[src/hw/rtl/ntm_pkg.sv]
package ntm_pkg;

  // sizes of the sample window and the thermistor table
  localparam int unsigned WINDOW        = 100;
  localparam int unsigned TABLE_ENTRIES = 141;
  localparam int unsigned TABLE_OFFSET  = 10;

  localparam int unsigned SAMPLE_W = 12;
  localparam int unsigned SAMPLE_MAX = (1 << SAMPLE_W) - 1;
  localparam int unsigned PTR_W    = $clog2(WINDOW);
  localparam int unsigned SUM_W    = $clog2(WINDOW * SAMPLE_MAX + 1);
  localparam int unsigned IDX_W    = $clog2(TABLE_ENTRIES);
  localparam int unsigned TEMP_W   = 12;
  localparam int unsigned STATUS_W = 3;
  localparam int unsigned OPEN_W   = 13;
  localparam int unsigned PERIOD_W = 10;
  localparam int unsigned REM_W    = SAMPLE_W + 4;

  // average by reciprocal multiply: floor(sum / WINDOW) = (sum * DIV_MUL) >> DIV_SHIFT
  localparam int unsigned DIV_SHIFT = 26;
  localparam longint unsigned DIV_MUL =
    ((64'd1 << DIV_SHIFT) + WINDOW - 1) / WINDOW;
  localparam int unsigned MUL_W  = $clog2(DIV_MUL + 1);
  localparam int unsigned PROD_W = SUM_W + MUL_W;

  // configuration port
  localparam int unsigned CFG_IDX_W  = 2;
  localparam int unsigned CFG_DATA_W = 13;
  localparam logic [CFG_IDX_W-1:0] CFG_SHORT  = 2'd0;
  localparam logic [CFG_IDX_W-1:0] CFG_OPEN   = 2'd1;
  localparam logic [CFG_IDX_W-1:0] CFG_PERIOD = 2'd2;

  localparam logic [SAMPLE_W-1:0] SHORT_RST  = 12'd15;
  localparam logic [OPEN_W-1:0]   OPEN_RST   = 13'd4096;
  localparam logic [PERIOD_W-1:0] PERIOD_RST = 10'd100;

  typedef enum logic [STATUS_W-1:0] {
    STATUS_OK    = 3'd0,
    STATUS_SHORT = 3'd1,
    STATUS_OPEN  = 3'd2,
    STATUS_BELOW = 3'd3,
    STATUS_ABOVE = 3'd4
  } status_e;

  typedef struct packed {
    logic signed [TEMP_W-1:0] temp;
    status_e                  status;
  } conv_res_t;

  typedef enum logic [1:0] {ST_IDLE, ST_FILT, ST_CONV, ST_DONE} top_state_e;
  typedef enum logic [1:0] {F_IDLE, F_RMW, F_MUL, F_DONE} filt_state_e;
  typedef enum logic [2:0] {C_IDLE, C_SEARCH, C_MATCH, C_DIV, C_DONE} conv_state_e;

  // adc code per degree, -10 .. 130 degrees
  localparam logic [SAMPLE_W-1:0] NTC_ROM [TABLE_ENTRIES] = '{
    12'd160,  12'd170,  12'd180,  12'd189,  12'd200,  12'd210,  12'd221,  12'd233,
    12'd245,  12'd258,  12'd271,  12'd284,  12'd298,  12'd313,  12'd328,  12'd344,
    12'd361,  12'd372,  12'd396,  12'd416,  12'd440,  12'd462,  12'd482,  12'd508,
    12'd528,  12'd558,  12'd576,  12'd600,  12'd632,  12'd654,  12'd682,  12'd710,
    12'd734,  12'd758,  12'd794,  12'd826,  12'd860,  12'd892,  12'd917,  12'd950,
    12'd982,  12'd1014, 12'd1044, 12'd1075, 12'd1107, 12'd1146, 12'd1182, 12'd1220,
    12'd1260, 12'd1294, 12'd1331, 12'd1372, 12'd1405, 12'd1454, 12'd1497, 12'd1556,
    12'd1598, 12'd1632, 12'd1672, 12'd1720, 12'd1760, 12'd1804, 12'd1842, 12'd1882,
    12'd1920, 12'd1958, 12'd2010, 12'd2079, 12'd2122, 12'd2158, 12'd2193, 12'd2233,
    12'd2272, 12'd2316, 12'd2347, 12'd2380, 12'd2412, 12'd2446, 12'd2475, 12'd2506,
    12'd2539, 12'd2574, 12'd2608, 12'd2638, 12'd2664, 12'd2698, 12'd2726, 12'd2760,
    12'd2784, 12'd2812, 12'd2842, 12'd2870, 12'd2900, 12'd2924, 12'd2952, 12'd2976,
    12'd2996, 12'd3022, 12'd3042, 12'd3064, 12'd3092, 12'd3112, 12'd3132, 12'd3154,
    12'd3176, 12'd3196, 12'd3214, 12'd3234, 12'd3250, 12'd3269, 12'd3292, 12'd3338,
    12'd3354, 12'd3374, 12'd3384, 12'd3392, 12'd3409, 12'd3426, 12'd3442, 12'd3458,
    12'd3473, 12'd3489, 12'd3503, 12'd3518, 12'd3532, 12'd3545, 12'd3559, 12'd3572,
    12'd3585, 12'd3597, 12'd3609, 12'd3621, 12'd3632, 12'd3643, 12'd3654, 12'd3665,
    12'd3675, 12'd3685, 12'd3695, 12'd3705, 12'd3714
  };

  // temperature in tenths at a table index
  function automatic logic signed [TEMP_W-1:0] temp_base(input logic [IDX_W-1:0] idx);
    logic [TEMP_W-1:0] r;
    r = TEMP_W'(idx) * TEMP_W'(10) - TEMP_W'(TABLE_OFFSET * 10);
    return signed'(r);
  endfunction

endpackage

[src/hw/rtl/ntc_temperature_monitor_top.sv]
// Thermistor temperature monitor. Each item carries one 12-bit adc sample; each
// produces one result with the window average (or the first ring entry until the
// last slot holds a nonzero sample), a flag for a new conversion, and the held
// temperature in tenths of a degree with its status (0 ok, 1 short, 2 open,
// 3 below table, 4 above table; the temperature reads 0 on a fault). Every
// update_period samples the average is converted by a binary search of the
// -10 .. 130 degree table and linear interpolation. One item is worked on at a
// time, in steps set by the ring memory's read-modify-write, the reciprocal
// multiply for the average, one table probe per cycle (up to 8 probes) and a
// 4-step divide. The next item is accepted while a finished result waits in
// the output register. No clearing pass is needed after reset. The user must
// write configuration only while no item is in flight; the block does not
// enforce this itself.
module ntc_temperature_monitor_top import ntm_pkg::*; (
  input  logic                        clk_i,
  input  logic                        rst_ni,
  input  logic                        cfg_we_i,
  input  logic [CFG_IDX_W-1:0]        cfg_index_i,
  input  logic [CFG_DATA_W-1:0]       cfg_data_i,
  input  logic                        in_valid_i,
  output logic                        in_stall_o,
  input  logic [SAMPLE_W-1:0]         adc_sample_i,
  output logic                        out_valid_o,
  input  logic                        out_stall_i,
  output logic [SAMPLE_W-1:0]         filtered_adc_o,
  output logic                        temp_updated_o,
  output logic signed [TEMP_W-1:0]    temperature_tenths_o,
  output logic [STATUS_W-1:0]         temp_status_o
);

  top_state_e state_q, state_d;

  logic [SAMPLE_W-1:0]      short_q;
  logic [OPEN_W-1:0]        open_q;
  logic [PERIOD_W-1:0]      period_q, period_eff, pc_q, pc_next;
  logic [SAMPLE_W-1:0]      filt_q;
  logic                     upd_q;
  logic signed [TEMP_W-1:0] held_temp_q;
  status_e                  held_status_q;
  logic                     out_valid_q, out_upd_q;
  logic [SAMPLE_W-1:0]      out_filt_q;
  logic signed [TEMP_W-1:0] out_temp_q;
  logic [STATUS_W-1:0]      out_status_q;

  logic                     in_accept, conv_due, out_load;
  logic                     filt_done, conv_start, conv_done;
  logic [SAMPLE_W-1:0]      filt_val;
  conv_res_t                conv_res;

  assign in_stall_o = (state_q != ST_IDLE);
  assign in_accept  = in_valid_i && !in_stall_o;
  assign period_eff = (period_q == '0) ? PERIOD_W'(1) : period_q;
  assign pc_next    = pc_q + PERIOD_W'(1);
  assign conv_due   = (pc_next >= period_eff);
  assign conv_start = (state_q == ST_FILT) && filt_done && conv_due;
  assign out_load   = (state_q == ST_DONE) && (!out_valid_q || !out_stall_i);

  ntm_filter u_filter (
    .clk_i    (clk_i),
    .rst_ni   (rst_ni),
    .start_i  (in_accept),
    .sample_i (adc_sample_i),
    .done_o   (filt_done),
    .filt_o   (filt_val)
  );

  ntm_convert u_convert (
    .clk_i       (clk_i),
    .rst_ni      (rst_ni),
    .start_i     (conv_start),
    .value_i     (filt_val),
    .short_thr_i (short_q),
    .open_thr_i  (open_q),
    .done_o      (conv_done),
    .res_o       (conv_res)
  );

  // configuration registers
  always_ff @(posedge clk_i or negedge rst_ni) begin
    if (!rst_ni) begin
      short_q  <= SHORT_RST;
      open_q   <= OPEN_RST;
      period_q <= PERIOD_RST;
    end else if (cfg_we_i) begin
      case (cfg_index_i)
        CFG_SHORT:  short_q  <= cfg_data_i[SAMPLE_W-1:0];
        CFG_OPEN:   open_q   <= cfg_data_i[OPEN_W-1:0];
        CFG_PERIOD: period_q <= cfg_data_i[PERIOD_W-1:0];
        default: ;
      endcase
    end
  end

  always_ff @(posedge clk_i or negedge rst_ni) begin
    if (!rst_ni) begin
      state_q <= ST_IDLE;
    end else begin
      state_q <= state_d;
    end
  end

  always_comb begin
    state_d = state_q;
    case (state_q)
      ST_IDLE: begin
        if (in_accept) begin
          state_d = ST_FILT;
        end
      end
      ST_FILT: begin
        if (filt_done) begin
          state_d = conv_due ? ST_CONV : ST_DONE;
        end
      end
      ST_CONV: begin
        if (conv_done) begin
          state_d = ST_DONE;
        end
      end
      ST_DONE: begin
        if (out_load) begin
          state_d = ST_IDLE;
        end
      end
      default: state_d = ST_IDLE;
    endcase
  end

  // period counter and held conversion result
  always_ff @(posedge clk_i or negedge rst_ni) begin
    if (!rst_ni) begin
      pc_q          <= '0;
      held_temp_q   <= '0;
      held_status_q <= STATUS_OK;
    end else begin
      if (state_q == ST_FILT && filt_done) begin
        pc_q <= conv_due ? '0 : pc_next;
      end
      if (state_q == ST_CONV && conv_done) begin
        held_temp_q   <= conv_res.temp;
        held_status_q <= conv_res.status;
      end
    end
  end

  // per-item working values
  always_ff @(posedge clk_i) begin
    if (state_q == ST_FILT && filt_done) begin
      filt_q <= filt_val;
      upd_q  <= conv_due;
    end
  end

  // output register, free to reload once the waiting item is taken
  always_ff @(posedge clk_i or negedge rst_ni) begin
    if (!rst_ni) begin
      out_valid_q <= 1'b0;
    end else if (out_load) begin
      out_valid_q <= 1'b1;
    end else if (!out_stall_i) begin
      out_valid_q <= 1'b0;
    end
  end

  always_ff @(posedge clk_i) begin
    if (out_load) begin
      out_filt_q   <= filt_q;
      out_upd_q    <= upd_q;
      out_temp_q   <= held_temp_q;
      out_status_q <= held_status_q;
    end
  end

  assign out_valid_o          = out_valid_q;
  assign filtered_adc_o       = out_filt_q;
  assign temp_updated_o       = out_upd_q;
  assign temperature_tenths_o = out_temp_q;
  assign temp_status_o        = out_status_q;

endmodule

[src/hw/rtl/ntm_filter.sv]
module ntm_filter import ntm_pkg::*; (
  input  logic                clk_i,
  input  logic                rst_ni,
  input  logic                start_i,
  input  logic [SAMPLE_W-1:0] sample_i,
  output logic                done_o,
  output logic [SAMPLE_W-1:0] filt_o
);

  filt_state_e state_q, state_d;

  logic [SAMPLE_W-1:0] ring_mem [WINDOW];
  logic [SAMPLE_W-1:0] rd_data_q;
  logic [SAMPLE_W-1:0] sample_q;
  logic [PTR_W-1:0]    wp_q;
  logic                filled_q;
  logic [SUM_W-1:0]    sum_q, sum_d;
  logic [SAMPLE_W-1:0] ring_first_q, ring_last_q;
  logic [PROD_W-1:0]   prod_q;
  logic [SAMPLE_W-1:0] old_sample;
  logic [SAMPLE_W-1:0] avg;
  logic                rd_en, wr_en, wp_last;

  assign rd_en   = (state_q == F_IDLE) && start_i;
  assign wr_en   = (state_q == F_RMW);
  assign wp_last = (wp_q == PTR_W'(WINDOW - 1));

  // ring memory, read in the accept cycle and written in the cycle after at the same slot
  always_ff @(posedge clk_i) begin
    if (wr_en) begin
      ring_mem[wp_q] <= sample_q;
    end
    if (rd_en) begin
      rd_data_q <= ring_mem[wp_q];
    end
  end

  // slots not yet written since reset read as zero
  assign old_sample = filled_q ? rd_data_q : '0;
  assign sum_d      = sum_q - SUM_W'(old_sample) + SUM_W'(sample_q);

  always_ff @(posedge clk_i or negedge rst_ni) begin
    if (!rst_ni) begin
      state_q <= F_IDLE;
    end else begin
      state_q <= state_d;
    end
  end

  always_comb begin
    state_d = state_q;
    done_o  = 1'b0;
    case (state_q)
      F_IDLE: begin
        if (start_i) begin
          state_d = F_RMW;
        end
      end
      F_RMW:  state_d = F_MUL;
      F_MUL:  state_d = F_DONE;
      F_DONE: begin
        done_o  = 1'b1;
        state_d = F_IDLE;
      end
      default: state_d = F_IDLE;
    endcase
  end

  // window state: pointer, fill flag, running sum, first and last slot copies
  always_ff @(posedge clk_i or negedge rst_ni) begin
    if (!rst_ni) begin
      wp_q         <= '0;
      filled_q     <= 1'b0;
      sum_q        <= '0;
      ring_first_q <= '0;
      ring_last_q  <= '0;
    end else if (wr_en) begin
      sum_q <= sum_d;
      if (wp_q == '0) begin
        ring_first_q <= sample_q;
      end
      if (wp_last) begin
        ring_last_q <= sample_q;
        wp_q        <= '0;
        filled_q    <= 1'b1;
      end else begin
        wp_q <= wp_q + PTR_W'(1);
      end
    end
  end

  // sample capture and reciprocal product
  always_ff @(posedge clk_i) begin
    if (rd_en) begin
      sample_q <= sample_i;
    end
    if (state_q == F_MUL) begin
      prod_q <= PROD_W'(sum_q) * PROD_W'(DIV_MUL);
    end
  end

  assign avg    = prod_q[DIV_SHIFT +: SAMPLE_W];
  assign filt_o = (ring_last_q != '0) ? avg : ring_first_q;

endmodule

[src/hw/rtl/ntm_convert.sv]
module ntm_convert import ntm_pkg::*; (
  input  logic                clk_i,
  input  logic                rst_ni,
  input  logic                start_i,
  input  logic [SAMPLE_W-1:0] value_i,
  input  logic [SAMPLE_W-1:0] short_thr_i,
  input  logic [OPEN_W-1:0]   open_thr_i,
  output logic                done_o,
  output conv_res_t           res_o
);

  conv_state_e state_q, state_d;

  logic [SAMPLE_W-1:0]      v_q;
  logic [IDX_W-1:0]         lo_q, hi_q, mid;
  logic [IDX_W:0]           mid_sum;
  logic [REM_W-1:0]         rem_q, den_sh;
  logic [SAMPLE_W-1:0]      den_q;
  logic [3:0]               quo_q, quo_nx;
  logic [1:0]               bit_q;
  logic signed [TEMP_W-1:0] base_q;
  conv_res_t                res_q;
  logic [SAMPLE_W-1:0]      rom_lo, rom_hi, rom_mid;
  logic                     is_short, is_open, is_below, is_above, is_fault;
  logic                     span_gt1, go_lo, need_div, trial_ok;

  // fault checks on the incoming value
  assign is_short = (value_i <= short_thr_i);
  assign is_open  = ({1'b0, value_i} >= open_thr_i);
  assign is_below = (value_i < NTC_ROM[0]);
  assign is_above = (value_i > NTC_ROM[TABLE_ENTRIES - 1]);
  assign is_fault = is_short || is_open || is_below || is_above;

  // one table probe per cycle
  assign mid_sum  = (IDX_W + 1)'(lo_q) + (IDX_W + 1)'(hi_q);
  assign mid      = mid_sum[IDX_W:1];
  assign rom_lo   = NTC_ROM[lo_q];
  assign rom_hi   = NTC_ROM[hi_q];
  assign rom_mid  = NTC_ROM[mid];
  assign span_gt1 = ((hi_q - lo_q) > IDX_W'(1));
  assign go_lo    = (v_q <= rom_hi) && (v_q > rom_mid);
  assign need_div = (rom_lo != v_q) && (rom_hi != v_q) && (rom_hi > rom_lo);

  // restoring divide step, quotient below ten
  assign den_sh   = REM_W'(den_q) << bit_q;
  assign trial_ok = (rem_q >= den_sh);
  always_comb begin
    quo_nx = quo_q;
    if (trial_ok) begin
      quo_nx[bit_q] = 1'b1;
    end
  end

  always_ff @(posedge clk_i or negedge rst_ni) begin
    if (!rst_ni) begin
      state_q <= C_IDLE;
    end else begin
      state_q <= state_d;
    end
  end

  always_comb begin
    state_d = state_q;
    done_o  = 1'b0;
    case (state_q)
      C_IDLE: begin
        if (start_i) begin
          state_d = is_fault ? C_DONE : C_SEARCH;
        end
      end
      C_SEARCH: begin
        if (!span_gt1) begin
          state_d = C_MATCH;
        end
      end
      C_MATCH: state_d = need_div ? C_DIV : C_DONE;
      C_DIV: begin
        if (bit_q == 2'd0) begin
          state_d = C_DONE;
        end
      end
      C_DONE: begin
        done_o  = 1'b1;
        state_d = C_IDLE;
      end
      default: state_d = C_IDLE;
    endcase
  end

  // search, interpolation and result datapath
  always_ff @(posedge clk_i) begin
    case (state_q)
      C_IDLE: begin
        v_q  <= value_i;
        lo_q <= '0;
        hi_q <= IDX_W'(TABLE_ENTRIES - 1);
        res_q.temp <= '0;
        if (is_short) begin
          res_q.status <= STATUS_SHORT;
        end else if (is_open) begin
          res_q.status <= STATUS_OPEN;
        end else if (is_below) begin
          res_q.status <= STATUS_BELOW;
        end else begin
          res_q.status <= STATUS_ABOVE;
        end
      end
      C_SEARCH: begin
        if (span_gt1) begin
          if (go_lo) begin
            lo_q <= mid;
          end else begin
            hi_q <= mid;
          end
        end
      end
      C_MATCH: begin
        res_q.status <= STATUS_OK;
        if (rom_hi == v_q && rom_lo != v_q) begin
          res_q.temp <= temp_base(hi_q);
        end else begin
          res_q.temp <= temp_base(lo_q);
        end
        // (d * 100 + 5) / 10 equals d * 10
        rem_q  <= REM_W'(v_q - rom_lo) * REM_W'(10);
        den_q  <= rom_hi - rom_lo;
        quo_q  <= '0;
        bit_q  <= 2'd3;
        base_q <= temp_base(lo_q);
      end
      C_DIV: begin
        if (trial_ok) begin
          rem_q <= rem_q - den_sh;
        end
        quo_q <= quo_nx;
        bit_q <= bit_q - 2'd1;
        if (bit_q == 2'd0) begin
          res_q.temp <= base_q + TEMP_W'(quo_nx);
        end
      end
      default: ;
    endcase
  end

  assign res_o = res_q;

endmodule

[config.mk]
export PLATFORM = sky130hd
export DESIGN_NAME = ntc_temperature_monitor_top
export DESIGN_NICKNAME = d
export VERILOG_FILES = /design/src/hw/rtl/ntm_pkg.sv /design/src/hw/rtl/ntc_temperature_monitor_top.sv /design/src/hw/rtl/ntm_filter.sv /design/src/hw/rtl/ntm_convert.sv
export SDC_FILE = /design/constraint.sdc
export NUM_CORES = 2
export LEC_CHECK = 0
export BUFFER_PORTS_ARGS = -buffer_cell sky130_fd_sc_hd__buf_4
export CAP_MARGIN = 20
export CORE_UTILIZATION = 69
export DETAILED_ROUTE_END_ITERATION = 6
export GPL_ROUTABILITY_DRIVEN = 0
export PLACE_DENSITY_LB_ADDON = 0.08
export RECOVER_POWER = 50
export SLEW_MARGIN = 10
export SYNTH_ARGS = -nofsm -noshare
export SYNTH_HDL_FRONTEND = slang
export SYNTH_SLANG_ARGS = --single-unit
export TNS_END_PERCENT = 20
[constraint.sdc]
create_clock -name clk_i -period 12.7 [get_ports clk_i]
set_clock_uncertainty 0.1 [all_clocks]
set_input_delay 1.905 -clock clk_i [delete_from_list [all_inputs] [get_ports clk_i]]
set_output_delay 1.905 -clock clk_i [all_outputs]
set_load 0.01 [all_outputs]
-- Word level (Yosys, flattened, before mapping)
Memory sizes are Yosys's and may differ from the RTL's. A register that Yosys moved wholly into a read port is not among the register bits.
Cells that the tools add are included.
- memories: 4
- memory bits (read-only): 9216
- word-level logic and storage cells: 195
- register bits: 299
- output and inout port bits: 30
- input port bits: 32
- RAM bits: 1200
- memories (name ; depth ; width ; rd ports ; clocked after Yosys merged registers in ; wr ports ; RTL line ; source):
    (name not given) ; 256 ; 12 ; 1 ; 0 ; 0 ; ntm_convert.sv:37 ; assign rom_lo = NTC_ROM[lo_q];
    (name not given) ; 256 ; 12 ; 1 ; 0 ; 0 ; ntm_convert.sv:38 ; assign rom_hi = NTC_ROM[hi_q];
    (name not given) ; 256 ; 12 ; 1 ; 0 ; 0 ; ntm_convert.sv:39 ; assign rom_mid = NTC_ROM[mid];
    u_filter.ring_mem ; 100 ; 12 ; 1 ; 1 ; 1 ; ntm_filter.sv:12 ; logic [SAMPLE_W-1:0] ring_mem [WINDOW];
- multipliers: 4
- order comparisons: 15
- mux-type cells: 50
- equal/unequal tests: 29
- shift-type cells: 1
- add/sub/neg operators: 13
- reductions and logical operators: 42
- bitwise logic cells: 4
- operators with widths (cell ; count):
    $mux W12 ; 10
    $mul A19 B20 Y38 const B ; 1
    $pmux W12 S3 ; 1
    $mux W8 ; 4
    $pmux W16 S2 ; 1
    $pmux W8 S2 ; 2
    $ge A9 B9 Y1 const B ; 3
    $not A8 Y9 ; 3
    $gt A12 B12 Y1 ; 2
    $le A12 B12 Y1 ; 2
    $mux W3 ; 8
    $ne A12 B12 Y1 ; 2
    $sub A12 B7 Y12 const B ; 2
    $mul A8 B3 Y11 const B ; 2
    $mux W10 ; 2
    $add A19 B12 Y19 ; 1
    $sub A19 B12 Y19 ; 1
    $ge A16 B16 Y1 ; 1
    $mul A16 B3 Y15 const B ; 1
    $mux W16 ; 1
    $pmux W2 S4 ; 2
    $shl A12 B2 Y16 ; 1
    $sub A16 B16 Y16 ; 1
    $ne A2 B1 Y1 const B ; 7
    46 further kinds ; 97

-- Logic depth before layout (Yosys ltp)
- depth in word-level cells: 10
- depth in mapped cells: 35

-- Cells and area by module
From an unflattened synthesis, not the netlist that was laid out.
- cells, all modules: 5875
- area, all modules: 77230.3 um^2
- by module, submodules not included (module ; times used ; area each (um^2) ; cells an instance ; sequential area each (um^2)):
    ntm_filter ; 1 ; 57661.6 ; 3607 ; 38441.9
    ntm_convert ; 1 ; 15322.2 ; 1988 ; 2717.6
    ntc_temperature_monitor_top ; 1 ; 4246.6 ; 280 ; 2817.7

-- Least setup slack after synthesis
Ideal clock, no wire load.
- path type: reg-to-reg
- start: register u_convert.lo_q[1]
- end: register u_convert.rem_q[14], data pin
- arrival: 6729 ps
- path buffers: 2
- setup slack: 5601 ps
- data required time: 12330 ps
- stages on the path, launching flop included: 31
- clock period less this slack: 7099 ps
- cells stage by stage: edfxtp_1 clkbuf_1 inv_1 ha_1 clkbuf_1 nor2_1 nor3_1 a21oi_1 mux4_2 nor2_1 o31a_1 inv_1 ha_1 a21o_1 maj3_1 nand3b_1 a31oi_1 maj3_1 a21o_1 maj3_1 a21oi_1 xnor2_1 ha_1 ha_1 nor2b_1 o21a_1 o21ai_0 nand2b_1 a21oi_1 xor2_1 mux2i_1
- word-level cells in the longest chain between the ends: 7
- RTL lines (element ; RTL line ; source):
    from (decl) ; ntm_convert.sv:15 ; logic [IDX_W-1:0] lo_q, hi_q, mid;
    from (signal assigned) ; ntm_convert.sv:111 ; lo_q <= mid;
    $not A8 Y9 (implied by the code) ; ntm_convert.sv:37 ;
    $mem_v2 Z256 W12 ; - ;
    $mux W12 (implied by the code) (2 in series) ; ntm_convert.sv:37 ;
    $sub A12 B12 Y13 ; ntm_convert.sv:125 ; rem_q <= REM_W'(v_q - rom_lo) * REM_W'(10);
    $mul A16 B3 Y15 ; ntm_convert.sv:125 ;
    $pmux W16 S2 ; ntm_convert.sv:92 ; case (state_q)
    to (signal assigned) ; ntm_convert.sv:125 ;
    to (signal assigned) ; ntm_convert.sv:133 ; rem_q <= rem_q - den_sh;
    to (decl) ; ntm_convert.sv:17 ; logic [REM_W-1:0] rem_q, den_sh;
No other way between the ends. The select of a mux whose other input is x is not followed.
A chain may end at the register's enable or synchronous reset.

-- Worst setup path in the final report
Ends and elaborated chain as after synthesis.

==> flow_summary.toml <==
[die]
initial_core_util_pct = 69.8
die_area_sq_um = 108000
ioPinCount = 62
die_w_microns = 329
num_rows = 119
die_height_microns = 329
coreArea_sq_um = 106000

[synth]
synthTopCellsByArea = "edfxtp_1, ha_1, a22oi_1, fa_1, dfrtp_1"
seq_area_frac_synth_pct = 59.7
synth_top_area_share_pct = 55.6
synth-main-ff-cell = "edfxtp_1"
synth_edf_count = 1365
synth_fp_nets = 6245
netlist_area_sq_um = 73700
yosysTopAreaCell = "edfxtp_1"
synth-seq-cells = 1484
async_reset_ff_share_pct = 8.02
synth.most_common_cell = "edfxtp_1"
yosys-top-cells-count = "edfxtp_1, a22oi_1, inv_1, ha_1, nor2_1"
synth_cells = 5672
ys_types = 94
yosysWarnings = 0
postSynthAreaPerCell_sq_um = 13.0

[placed_design]
io_buffers = 61
placed_cell_area_sq_um = 76100
hpwl_microns = 121000
placed_cells = 6974

[detailed_routing]
viasPerCell = 6.91
drc = 12
vias = 50110
routed_wirelength_microns = 195000
antenna_left = 0
wl_per_cell_microns = 26.9
first_pass_iters = 7
drt-initial-drc-count = 7499

[clock_tree]
cts.sinks = 1484
cts_tree = "yes"
cts-resized-gates = 0
htreeDepth = 4
ctsHoldBuffers = 0
clock_tree.buffer_depth = 3
path_clk_slew_ps = 70
clk_latency_ps = 780
root_buffer = "clkbuf_16"
cts_setup_buffers = 0
cts_buffers = 147

[timing]
min_period_ps = 8700
finalCritPeriodShare_pct = 68.5
slew_viol_final = 1417
slew_headroom_pct = -224
rsz0062_at_grt = "no"
max_freq_mhz = 115
tightest_slew_ps = 4860
timing_hold_violations_final = 0
setup_viol = 0
setup_tns_ps = 0

[worst_setup_path]
critical_path_class = "reg2reg"
startpoint_type = "flip-flop"
r2r_cells = 29
worst_path_max_delay_cell = "clkbuf_1"
end_kind = "flip-flop"
arrival_ps = 9050
max_stage_delay_ps = 890
path_common_cell = "ha_1"
critPathMaxFanout = 24
required_ps = 13050

[grt]
grtUsageTotal_pct = 36.3
grt_max_degree = 103
grt_pass1_vias = 49283
grt_overflow = 0
antenna_found_initial = 3
grt_pass1_wl_microns = 294000

[final_layout]
drive_above_1_share_pct = 9.94
syn_to_final_growth_pct = 9.99
layout.nets = 6312
layout.cells.non_filler = 7249
diodes = 0
final_area_sq_um = 81000

[hold_path]
hold_class = "reg2reg"
hold-path-cell-count = 0

[outcome]
violations = "design-rule violations, max-capacitance violations, max-slew violations"
status = "complete, but fails checks"

[job]
max_cap_violations = 22
## layer usage
metal | routed length, microns | vias to the layer above | track usage [%] | share of wire [%]
met2 | 94300 | 3279 | 59.6 | 48
met1 | 70900 | 24382 | 47.6 | 36
met5 | 23 | - | 0 | 0.012
li1 | - | 21791 | - | -
met3 | 19900 | 654 | 5.93 | 10
met4 | 10100 | 4 | 17.1 | 5.2
## registers in the layout (all words and copies together) (netlist names), 13 cells and up
name / cells
u_filter.sum_q: 19
u_convert.res_o: 15
u_filter.ring_mem: 1200
open_q: 13
u_convert.rem_q: 16
## cell families after synthesis
group                    count (synthesis)  share of synthesized area, %
AO/OA/AOI/OAI                         1561                          14.8
flip-flops                            1484                          59.7
AND/OR/NAND/NOR                       1049                          6.90
buffers and inverters                  778                          4.02
adder cells (fa/ha/maj)                546                          10.8
XOR/XNOR                               130                          1.55
multiplexers                           124                          2.27
## cell type report
cell class              instances  area, sq um
flip-flops and latches       1484        44000
multi-input cells            3410        26800
clock buffers                 183         3910
repair buffers                260         1840
fillers                      6331        24500
inverters                     436         1640
well taps                    1391         1740
clock inverters                85         1100
## cells in the final DEF, fill, tap and decap left out, types with 28 or more instances in the layout
cell type	n
edfxtp_1	1365
a22oi_1	452
inv_1	432
ha_1	392
nor2_1	297
nand2_1	258
o21ai_0	252
a21oi_1	230
buf_4	206
clkbuf_16	149
fa_1	148
dfrtp_1	109
nand4_1	90
nand3_1	84
xnor2_1	77
a221oi_1	76
a22o_1	66
clkbuf_1	65
a31oi_1	64
nor3_1	62
mux2_2	59
nand2b_1	56
nor2b_1	51
o211ai_1	51
a21o_1	50
xor2_1	49
a41oi_1	49
a211oi_1	47
mux2i_1	30
mux4_2	28
## worst paths after layout
path	slack, ps	start	end
max in group asynchronous	5390	rst_ni	held_temp_q[8]
min in group asynchronous	2070	rst_ni	u_filter.sum_q[2]
max	4000	u_convert.lo_q[1]	u_convert.rem_q[14]
min reg2reg	320	filt_q[9]	filtered_adc_o[9]
min	320	filt_q[9]	filtered_adc_o[9]
max reg2reg	4000	u_convert.lo_q[1]	u_convert.rem_q[14]
## worst max-delay path, delay by kind of cell, from the launching register on
family	cells	cell delay (ps)
XOR/XNOR	2	330
buffers and inverters	3	1640
AO/OA/AOI/OAI	9	1630
flip-flops	1	320
multiplexers	2	560
AND/OR/NAND/NOR	6	960
adder cells (fa/ha/maj)	7	2840
## stage by stage
| step | worst slack, ps | hold slack, ps | util (%) |
|---|---|---|---|
| finish | 4000 | 319 | 76.8 |
| global route | 3540 | 322 | 76.8 |
| CTS | 4910 | 317 | 76.9 |
| detailed placement | 4940 | 305 | 72.1 |
| global placement | 5100 | 301 | 72.1 |
| floorplan | 5600 | 300 | - |
Power is left out: the tool's default activity adds up to more than one toggle a clock period on the data nets, which glitch-free logic cannot reach.
